[src/rtl/pcxrle_pkg.sv]
package pcxrle_pkg;

  // Input commands
  localparam logic [1:0] CMD_DATA    = 2'd0;
  localparam logic [1:0] CMD_END     = 2'd1;
  localparam logic [1:0] CMD_RESTART = 2'd2;

  // Result kinds
  localparam logic [1:0] KIND_PIXEL = 2'd0;
  localparam logic [1:0] KIND_DONE  = 2'd1;
  localparam logic [1:0] KIND_ERROR = 2'd2;

  // Error codes
  localparam logic [1:0] ERR_NONE      = 2'd0;
  localparam logic [1:0] ERR_ZERO_RUN  = 2'd1;
  localparam logic [1:0] ERR_PAST_LINE = 2'd2;
  localparam logic [1:0] ERR_EARLY_END = 2'd3;

  // Configuration register indexes
  localparam logic [1:0] CFG_IMAGE_WIDTH    = 2'd0;
  localparam logic [1:0] CFG_BYTES_PER_LINE = 2'd1;
  localparam logic [1:0] CFG_IMAGE_HEIGHT   = 2'd2;

  // Run byte marker in the top two bits, count in the low six
  localparam logic [1:0] RUN_MARK = 2'b11;
  localparam int unsigned RUN_BITS = 6;

  typedef struct packed {
    logic [1:0] cmd;
    logic [7:0] data_byte;
  } in_t;

  typedef struct packed {
    logic [1:0]  kind;
    logic [7:0]  color;
    logic [15:0] row;
    logic [15:0] column;
    logic [1:0]  error_code;
    logic        last;
  } out_t;

endpackage

[src/rtl/pcx_rle_scanline_decoder_top.sv]
// A data byte is taken in S_IDLE, checked in S_CHECK and set up in S_LINE; S_PIX then gives
// one visible pixel per cycle while the output slot is free, then S_FIN gives image complete.
// A run count byte is checked and stored; an error goes out from S_ERR. Restart, unused commands
// and requests while halted are taken in S_IDLE; input is taken only there, so a byte waits.
// Reset (rst_ni low, asynchronous): position, run and halt state cleared, all three
// registers set to 1, no result pending.
module pcx_rle_scanline_decoder_top
  import pcxrle_pkg::*;
(
  input  logic        clk_i,
  input  logic        rst_ni,
  input  logic        in_valid_i,
  output logic        in_ready_o,
  input  in_t         in_data_i,
  output logic        out_valid_o,
  input  logic        out_ready_i,
  output out_t        out_data_o,
  input  logic        cfg_valid_i,
  output logic        cfg_ready_o,
  input  logic [1:0]  cfg_index_i,
  input  logic [15:0] cfg_data_i
);

  typedef enum logic [2:0] {
    S_IDLE,
    S_CHECK,
    S_LINE,
    S_PIX,
    S_FIN,
    S_ERR
  } state_e;

  state_e              state_q;
  logic [15:0]         width_q, bpl_q, height_q;
  logic [15:0]         row_q, col_q;
  logic [RUN_BITS-1:0] pending_q;
  logic                awaiting_q, halted_q;
  logic [7:0]          byte_q;
  logic [1:0]          err_q;
  logic [15:0]         end_q, stop_q, j_q;
  logic                line_end_q, done_q;
  logic                out_valid_q;
  out_t                out_q;

  logic                slot_free;
  logic                emit;
  logic                is_run;
  logic [RUN_BITS-1:0] cnt;
  logic [16:0]         sum;
  logic                over;
  logic [15:0]         row_inc, j_inc;
  logic                line_end, img_done;

  assign in_ready_o  = (state_q == S_IDLE);
  assign cfg_ready_o = (state_q == S_IDLE);
  assign out_valid_o = out_valid_q;
  assign out_data_o  = out_q;
  assign slot_free   = !out_valid_q || out_ready_i;
  assign emit        = slot_free && (state_q inside {S_PIX, S_FIN, S_ERR});

  // Decode the held byte and check the run against the columns left
  assign is_run = !awaiting_q && (byte_q[7:6] == RUN_MARK);
  assign cnt    = is_run ? byte_q[RUN_BITS-1:0]
                         : (awaiting_q ? pending_q : RUN_BITS'(1));
  assign sum    = {1'b0, col_q} + 17'(cnt);
  assign over   = sum > {1'b0, bpl_q};

  // Line and image end for the run that is being placed
  assign row_inc  = row_q + 16'd1;
  assign line_end = end_q >= bpl_q;
  assign img_done = line_end && (row_inc >= height_q);

  // Shared column stepper
  assign j_inc = j_q + 16'd1;

  always_ff @(posedge clk_i or negedge rst_ni) begin
    if (!rst_ni) begin
      state_q     <= S_IDLE;
      width_q     <= 16'd1;
      bpl_q       <= 16'd1;
      height_q    <= 16'd1;
      row_q       <= '0;
      col_q       <= '0;
      pending_q   <= '0;
      awaiting_q  <= 1'b0;
      halted_q    <= 1'b0;
      out_valid_q <= 1'b0;
    end else begin
      // Drop the result once taken
      if (out_valid_q && out_ready_i && !emit) begin
        out_valid_q <= 1'b0;
      end

      // Take register writes
      if (cfg_valid_i && cfg_ready_o) begin
        unique case (cfg_index_i)
          CFG_IMAGE_WIDTH:    width_q  <= cfg_data_i;
          CFG_BYTES_PER_LINE: bpl_q    <= cfg_data_i;
          CFG_IMAGE_HEIGHT:   height_q <= cfg_data_i;
          default: ;
        endcase
      end

      unique case (state_q)
        S_IDLE: begin
          if (in_valid_i) begin
            byte_q <= in_data_i.data_byte;
            if (in_data_i.cmd == CMD_RESTART) begin
              row_q      <= '0;
              col_q      <= '0;
              pending_q  <= '0;
              awaiting_q <= 1'b0;
              halted_q   <= 1'b0;
            end else if (!halted_q && in_data_i.cmd == CMD_END) begin
              err_q    <= ERR_EARLY_END;
              halted_q <= 1'b1;
              state_q  <= S_ERR;
            end else if (!halted_q && in_data_i.cmd == CMD_DATA) begin
              state_q <= S_CHECK;
            end
          end
        end

        S_CHECK: begin
          if (!is_run) begin
            awaiting_q <= 1'b0;
            pending_q  <= '0;
          end
          if (is_run && cnt == '0) begin
            err_q    <= ERR_ZERO_RUN;
            halted_q <= 1'b1;
            state_q  <= S_ERR;
          end else if (over) begin
            err_q    <= ERR_PAST_LINE;
            halted_q <= 1'b1;
            state_q  <= S_ERR;
          end else if (is_run) begin
            pending_q  <= cnt;
            awaiting_q <= 1'b1;
            state_q    <= S_IDLE;
          end else begin
            end_q   <= sum[15:0];
            state_q <= S_LINE;
          end
        end

        S_LINE: begin
          line_end_q <= line_end;
          done_q     <= img_done;
          stop_q     <= (end_q < width_q) ? end_q : width_q;
          j_q        <= col_q;
          if (col_q < width_q) begin
            state_q <= S_PIX;
          end else begin
            // No visible pixel: advance position now
            if (line_end) begin
              col_q <= '0;
              row_q <= row_inc;
            end else begin
              col_q <= end_q;
            end
            if (img_done) begin
              halted_q <= 1'b1;
              state_q  <= S_FIN;
            end else begin
              state_q <= S_IDLE;
            end
          end
        end

        S_PIX: begin
          if (slot_free) begin
            out_valid_q      <= 1'b1;
            out_q.kind       <= KIND_PIXEL;
            out_q.color      <= byte_q;
            out_q.row        <= row_q;
            out_q.column     <= j_q;
            out_q.error_code <= ERR_NONE;
            out_q.last       <= (j_inc == stop_q) && !done_q;
            if (j_inc == stop_q) begin
              if (line_end_q) begin
                col_q <= '0;
                row_q <= row_inc;
              end else begin
                col_q <= end_q;
              end
              if (done_q) begin
                halted_q <= 1'b1;
                state_q  <= S_FIN;
              end else begin
                state_q <= S_IDLE;
              end
            end else begin
              j_q <= j_inc;
            end
          end
        end

        S_FIN: begin
          if (slot_free) begin
            out_valid_q      <= 1'b1;
            out_q.kind       <= KIND_DONE;
            out_q.color      <= '0;
            out_q.row        <= '0;
            out_q.column     <= '0;
            out_q.error_code <= ERR_NONE;
            out_q.last       <= 1'b1;
            state_q          <= S_IDLE;
          end
        end

        S_ERR: begin
          if (slot_free) begin
            out_valid_q      <= 1'b1;
            out_q.kind       <= KIND_ERROR;
            out_q.color      <= '0;
            out_q.row        <= row_q;
            out_q.column     <= col_q;
            out_q.error_code <= err_q;
            out_q.last       <= 1'b1;
            state_q          <= S_IDLE;
          end
        end

        default: state_q <= S_IDLE;
      endcase
    end
  end

`ifndef SYNTHESIS
  // Pixel stepping stays inside the visible part of the run
  a_pix_in_range: assert property (@(posedge clk_i) disable iff (!rst_ni)
    state_q == S_PIX |-> j_q < stop_q)
    else $error("pixel column beyond run stop");

  // Final results are only produced with the block halted
  a_halt_on_final: assert property (@(posedge clk_i) disable iff (!rst_ni)
    (state_q == S_FIN || state_q == S_ERR) |-> halted_q)
    else $error("final result without halt");

  // A stored run count is never zero
  a_pending_nonzero: assert property (@(posedge clk_i) disable iff (!rst_ni)
    awaiting_q |-> pending_q != '0)
    else $error("awaiting colour with zero count");

  // The last pixel of a run leaves the pixel state
  a_pix_exit: assert property (@(posedge clk_i) disable iff (!rst_ni)
    state_q == S_PIX && slot_free && j_inc == stop_q |=> state_q != S_PIX)
    else $error("pixel loop did not end");
`endif

endmodule
[config.mk]
export PLATFORM = sky130hd
export DESIGN_NAME = pcx_rle_scanline_decoder_top
export DESIGN_NICKNAME = d
export VERILOG_FILES = /design/src/rtl/pcxrle_pkg.sv /design/src/rtl/pcx_rle_scanline_decoder_top.sv
export SDC_FILE = /design/constraint.sdc
export NUM_CORES = 1
export LEC_CHECK = 0
export BUFFER_PORTS_ARGS = -buffer_cell sky130_fd_sc_hd__buf_4
export CORE_ASPECT_RATIO = 1.2
export CORE_MARGIN = 8
export CORE_UTILIZATION = 45
export DETAILED_ROUTE_END_ITERATION = 8
export SLEW_MARGIN = 20
export SYNTH_ARGS = -nofsm -noshare
export SYNTH_HDL_FRONTEND = slang
export SYNTH_SLANG_ARGS = --single-unit
[constraint.sdc]
create_clock -name clk_i -period 13.2 [get_ports clk_i]
set_input_delay 0 -clock clk_i [delete_from_list [all_inputs] [get_ports clk_i]]
set_output_delay 0 -clock clk_i [all_outputs]
set_load 0.02 [all_outputs]
======== Yosys cells after proc, flatten, opt, wreduce, memory -nomap -nowiden ========
Index checks and enable logic that the tools add are counted.
cells by class
  muxes and demuxes ....................... 72
  equal/unequal tests ..................... 29
  add/sub/neg operators ................... 3
  magnitude comparators ................... 5
  bitwise operators ....................... 3
  reduce and logical (&&, ||, !) cells .... 41
operators with widths
  operator               number
  $mux 16                15
  $mux 45                3
  $pmux 45 s3            1
  $pmux 16 s3            2
  $mux 6                 8
  $mux 3                 12
  $add 16x1->16 const B  2
  $ge 16x16->1           2
  $lt 16x16->1           2
  $pmux 16 s2            1
  $ne 2x2->1 const B     11
  $mux 1                 19
  $reduce_and 6->1       3
  $add 16x6->17          1
  $gt 17x16->1           1
  $eq 16x16->1           1
  $pmux 3 s5             1
  $mux 2                 6
  $pmux 6 s2             1
  $logic_and 1x1->1      10
  $reduce_and 5->1       2
  $reduce_and 9->1       1
  $ne 2x1->1 const B     4
  $reduce_and 2->1       4
  other kinds (24)       40
word-level totals
  output and inout port bits .............. 48
  logic and storage cells ................. 176
  input bits .............................. 33
  register bits after elaboration ......... 197

======== Logic depth before layout (Yosys ltp) ========
  depth after elaboration ................. 8
  mapped depth ............................ 21
  gate-level depth less buffers ........... 20

======== Worst setup path before layout ========
No wires, ideal clock.
  path type ............................... reg-to-reg
  start ................................... register awaiting_q
  end ..................................... register end_q[0], enable pin
  arrival time ............................ 3.962 ns
  clock period less this slack ............ 4.336 ns
  path slack .............................. 8.864 ns
  data required time ...................... 12.826 ns
  setup time .............................. 0.374 ns
  cell stages (with the launch flop) ...... 19
  cell sequence ........................... dfrtp_1 -> clkbuf_1 -> nor2b_1 -> nor2_1 -> ha_1 -> inv_1 -> fa_1 -> nor2b_1 -> o31a_1 -> o22a_1 -> nand4_1 -> xnor2_1 -> ha_1 -> a211o_1 -> a211oi_1 -> a21oi_1 -> a31oi_1 -> nor3b_1 -> and2_1
on the way
  longest elaborated chain between the ends .. 7
  elaborated cells on any way between the ends .. 12
ends and longest elaborated chain
  item                                   line                                 RTL
  start, declared                        pcx_rle_scanline_decoder_top.sv:37   logic awaiting_q, halted_q;
  start signal, assigned                 pcx_rle_scanline_decoder_top.sv:85   awaiting_q <= 1'b0;
  start signal, assigned                 pcx_rle_scanline_decoder_top.sv:112  awaiting_q <= 1'b0;
  start signal, assigned                 pcx_rle_scanline_decoder_top.sv:126  awaiting_q <= 1'b0;
  $logic_not 1->1                        pcx_rle_scanline_decoder_top.sv:62   assign is_run = !awaiting_q && (byte_q[7:6] == RUN_MARK);
  $logic_and 1x1->1                      pcx_rle_scanline_decoder_top.sv:62
  $mux 6 (*)                             pcx_rle_scanline_decoder_top.sv:63   assign cnt = is_run ? byte_q[RUN_BITS-1:0]
  $add 16x6->17 (*)                      pcx_rle_scanline_decoder_top.sv:65   assign sum = {1'b0, col_q} + 17'(cnt);
  named net sum[14]                      pcx_rle_scanline_decoder_top.sv:49   logic [16:0] sum;
  $gt 17x16->1 (*)                       pcx_rle_scanline_decoder_top.sv:66   assign over = sum > {1'b0, bpl_q};
  $not 1->1 (no source line) (*)         -
  $reduce_and 5->1 (no source line) (*)  -
  end signal, assigned                   pcx_rle_scanline_decoder_top.sv:142  end_q <= sum[15:0];
  end, declared                          pcx_rle_scanline_decoder_top.sv:40   logic [15:0] end_q, stop_q, j_q;
The timed path passes the listed nets; every way through them passes the cells marked *.
A chain may end at the register's enable or synchronous reset.

======== Worst setup path after layout ========
  start ................................... register awaiting_q
  end ..................................... register state_q[2]
on the way
  longest elaborated chain between the ends .. 8
  elaborated cells on any way between the ends .. 11
ends and longest elaborated chain
  item                  line                                 RTL
  $logic_not 1->1       pcx_rle_scanline_decoder_top.sv:62
  $logic_and 1x1->1     pcx_rle_scanline_decoder_top.sv:62
  $mux 6 (*)            pcx_rle_scanline_decoder_top.sv:63
  $add 16x6->17 (*)     pcx_rle_scanline_decoder_top.sv:65
  named net sum[14]     pcx_rle_scanline_decoder_top.sv:49
  $gt 17x16->1 (*)      pcx_rle_scanline_decoder_top.sv:66
  $mux 3 (*)            pcx_rle_scanline_decoder_top.sv:133  end else if (over) begin
  $mux 3 (*)            pcx_rle_scanline_decoder_top.sv:129  if (is_run && cnt == '0) begin
  $pmux 3 s5 (*)        pcx_rle_scanline_decoder_top.sv:104  unique case (state_q)
  end signal, assigned  pcx_rle_scanline_decoder_top.sv:132  state_q <= S_ERR;
  end signal, assigned  pcx_rle_scanline_decoder_top.sv:136  state_q <= S_ERR;
  end signal, assigned  pcx_rle_scanline_decoder_top.sv:140  state_q <= S_IDLE;
  end, declared         pcx_rle_scanline_decoder_top.sv:33   state_e state_q;
Marks and branches as above.

==> summary.txt <==
Critical path
  • Worst Path Arrival: 5.44 ns
  • CP bufs+invs: 2
  • Crit. Startpoint: awaiting_q
  • Worst Reg-to-Reg Cells: 18
  • Worst-path cell chain: and3b_1 > a22o_1 > inv_1 > fa_1 > nor2b_1 > o31a_1 > o22a_1 > nand4_1 > xnor2_1 > ha_1 > a211o_1 > a211oi_1 > a21oi_1 > nor2_1 > o21ai_0 > nor3_1 > o22ai_1 > dlygate4sd3_1
  • Worst path max stage delay: 0.57 ns
  • Crit path kind: register to register
  • Critical Path RT: 13.52 ns
  • Kind of end point of the critical path: register
  • RR Startpoint: awaiting_q
  • Delay-heaviest family, CP: compound AO/OA/AOI/OAI gates
  • Critical Path Slowest Stage Cell: dlygate4sd3_1
  • Worst-path fanout max: 12
  • Setup crit start kind: register
  • Reg-to-reg endpoint: state_q[2]
  • Reg2Reg Setup Slack: 8.08 ns

Power and ir drop
  • Maximum VDD drop: 0.000102 V
  • Final Power: 2.59 mW
  • Leakage: 5.60 nW
  • Pwr dens: 197 nW/um2

Global routing
  • Grt total ovfl: 0
  • Initial antenna violation count: 0
  • Vias in the first global route: 8,457
  • First-pass GRT wire length: 46.8 mm
  • Total Routing Usage GR: 19.5%
  • Largest net degree at the start of global routing: 50

Synth
  • Syn_area_per_cell: 10.9 um2
  • Synth top area share: 27.6%
  • Leading area contributor after synthesis: edfxtp_1
  • Register area share after synthesis: 47.8%
  • Warnings, synthesis: 0
  • Ranking of synthesized cells by area: edfxtp_1, dfrtp_1, ha_1, mux2_2, nand2_1
  • Syn_nets: 1,164
  • Synthesized flop and latch total: 197
  • Post-synth ARST share: 46.7%
  • Most common flop cell mapped by yosys: edfxtp_1
  • Synth Instances: 1,044
  • Synth cell types: 87
  • Mapped Area: 11,400 um2
  • Post-synth EDFFs: 105

Die
  • Initial core utilization: 45.3%
  • I/O Pins: 81
  • Die area: 30,700 um2
  • Core area: 25,200 um2
  • Num rows: 64
  • Die H: 190 um
  • Die Wd: 161 um

Timing
  • Worst-Margin Slew: 1.05 ns
  • Setup TNS: 0 ns
  • Worst Skew: 0.0128 ns
  • Worst slew margin: 29.8%
  • Final Max Slew Viols: 0
  • Setup repair after global routing missed its margin: no
  • Minimum clock period: 5.12 ns
  • Final Hold Viols: 0
  • Setup ws final: 8.08 ns
  • Max Clk Rate: 195 MHz
  • Period utilization: 38.8%
  • Final setup fails: 0
  • Worst hold margin: 0.00718 ns

Routing
  • Routed length on met2: 14.5 mm
  • Total DRC errors in the routed layout: 0
  • Met3 WL: 1.20 mm
  • 1st-iter DRT viols: 505
  • WL/cell: 19.8 um
  • Final ANT Viol Nets: 0
  • Average vias per placed instance: 5.54
  • Drt pass-1 iters: 5
  • DR top layer: met4
  • Met1 WL: 12.8 mm
  • Final WL: 29.4 mm
  • Vias post-DR: 8,249

Clocking
  • Root buffer selected by CTS: clkbuf_16
  • # resized after CTS: 0
  • Post-CTS Setup Repair Bufs: 0
  • CTS Sinks: 197
  • Cts bufs inserted: 17
  • Worst-path clk slew: 0.08 ns
  • H-tree depth: 4
  • Post-CTS Hold Buffers: 29
  • CTS tree: yes
  • Clock latency on the worst-skew pair: 0.45 ns
  • Clock Path Buffers: 2

Run status
  • Status: finished, final reports clean

Place
  • Post-placement cell area: 12,300 um2
  • Dpl cells: 1,427
  • Routability cong.: 0.948
  • Pre-CTS setup slack: 8.11 ns
  • Port Buffers: 80
  • Post-DP HPWL: 22.7 mm

Hold path
  • Worst Hold Class: input port to async pin

Layout
  • Util after Layout: 52.3%
  • Nets: 1,265
  • Share of cells above drive strength 1: 17.5%
  • Fill cell count: 2,271
  • Layout area overhead: 15.5%
  • Layout Cells excl Fill: 1,488
  • ANT cells: 0
  • Fin area: 13,200 um2

Job
  • Max-cap violations: 0
==> report_power, final <==
part / internal [mW] / leakage, nW / switching [mW]
Clock: 0.252 / 0.274 / 0.261
Sequential: 0.862 / 2.15 / 0.154
Combinational: 0.437 / 3.18 / 0.629
==> worst register-to-register path: stages, from the launching register on <==
cell           delay, ns
dfrtp_1             0.49
and3b_1             0.34
a22o_1              0.21
inv_1               0.07
fa_1                0.43
nor2b_1             0.19
o31a_1              0.17
o22a_1              0.32
nand4_1             0.16
xnor2_1             0.24
ha_1                0.31
a211o_1             0.30
a211oi_1            0.21
a21oi_1             0.13
nor2_1              0.34
o21ai_0             0.15
nor3_1              0.25
o22ai_1             0.12
dlygate4sd3_1       0.57
==> cell families (layout without fill, tap and decap cells) <==
| family | after synthesis | after routing | share of synthesized area [%] |
|---|---|---|---|
| adder cells (fa/ha/maj) | 88 | 88 | 9.69 |
| buffers and inverters | 117 | 231 | 4.47 |
| AND/OR/NAND/NOR | 307 | 307 | 14.2 |
| multiplexers | 69 | 69 | 6.62 |
| AO/OA/AOI/OAI | 209 | 209 | 12.3 |
| flip-flops | 197 | 197 | 47.8 |
| XOR/XNOR | 57 | 57 | 4.88 |
==> flip-flops by register name, summed over array words and instances (netlist names), 2 cells and up <==
signal / cells
byte_q: 8
state_q: 3
col_q: 16
height_q: 16
pending_q: 6
err_q: 2
j_q: 16
bpl_q: 16
end_q: 16
row_q: 16
stop_q: 16
out_data_o: 45
width_q: 16
==> placed cells by master (no fill, tap or decap), types with 5 or more instances in the layout <==
cell type,n
edfxtp_1,105
nand2_1,102
buf_4,91
dfrtp_1,89
ha_1,86
inv_1,78
o21ai_0,53
mux2_2,50
nor2_1,45
xnor2_1,40
a21oi_1,36
nor2b_1,32
dlygate4sd3_1,29
nand3_1,27
a21o_1,18
o31ai_1,18
mux2i_1,17
clkbuf_16,17
nor3_1,16
nand4_1,15
o21ai_1,14
xor2_1,12
and3_1,11
a22o_1,8
a211oi_1,8
nand2b_1,8
and4_1,7
o211ai_1,6
and2_1,6
inv_6,6
o21bai_1,5
==> cells in the mapped netlist, types with 18 or more instances <==
cell / instances
nor2_1: 47
mux2_2: 50
nor2b_1: 32
o31ai_1: 18
a21oi_1: 37
nand3_1: 27
dfrtp_1: 89
inv_1: 78
edfxtp_1: 105
clkbuf_1: 24
o21ai_0: 53
nand2_1: 102
xnor2_1: 40
a21o_1: 18
ha_1: 86
==> per-layer routing <==
| metal | track usage [%] | vias to the layer above |
|---|---|---|
| met1 | 24.0 | 4008 |
| met3 | 3.33 | 46 |
| li1 | - | 4000 |
| met4 | 8.10 | 0 |
| met5 | 0 | - |
| met2 | 33.5 | 195 |
==> how the worst max path moves through the flow <==
| stage | slack, ns | endpoint | cells after the start |
|---|---|---|---|
| after global routing | 7.80 | state_q[2] | 19 |
| after CTS | 8.12 | end_q[12] | 16 |
| final | 8.08 | state_q[2] | 18 |
| after detailed placement | 8.11 | end_q[10] | 16 |
| after floorplan | 8.86 | end_q[0] | 18 |
| after global placement | 8.24 | end_q[10] | 16 |
==> final cells by class <==
type | instances | area, um2 | area share (%)
Timing Repair Buffer | 120 | 973 | 7.38
Clock buffer | 18 | 429 | 3.26
Clock inverter | 14 | 135 | 1.03
Inverter | 79 | 297 | 2.25
Multi-Input combinational cell | 730 | 5480 | 41.5
Sequential cell | 197 | 5460 | 41.4
Tap cell | 330 | 413 | 3.13
Power figures use the tool's default switching activity.
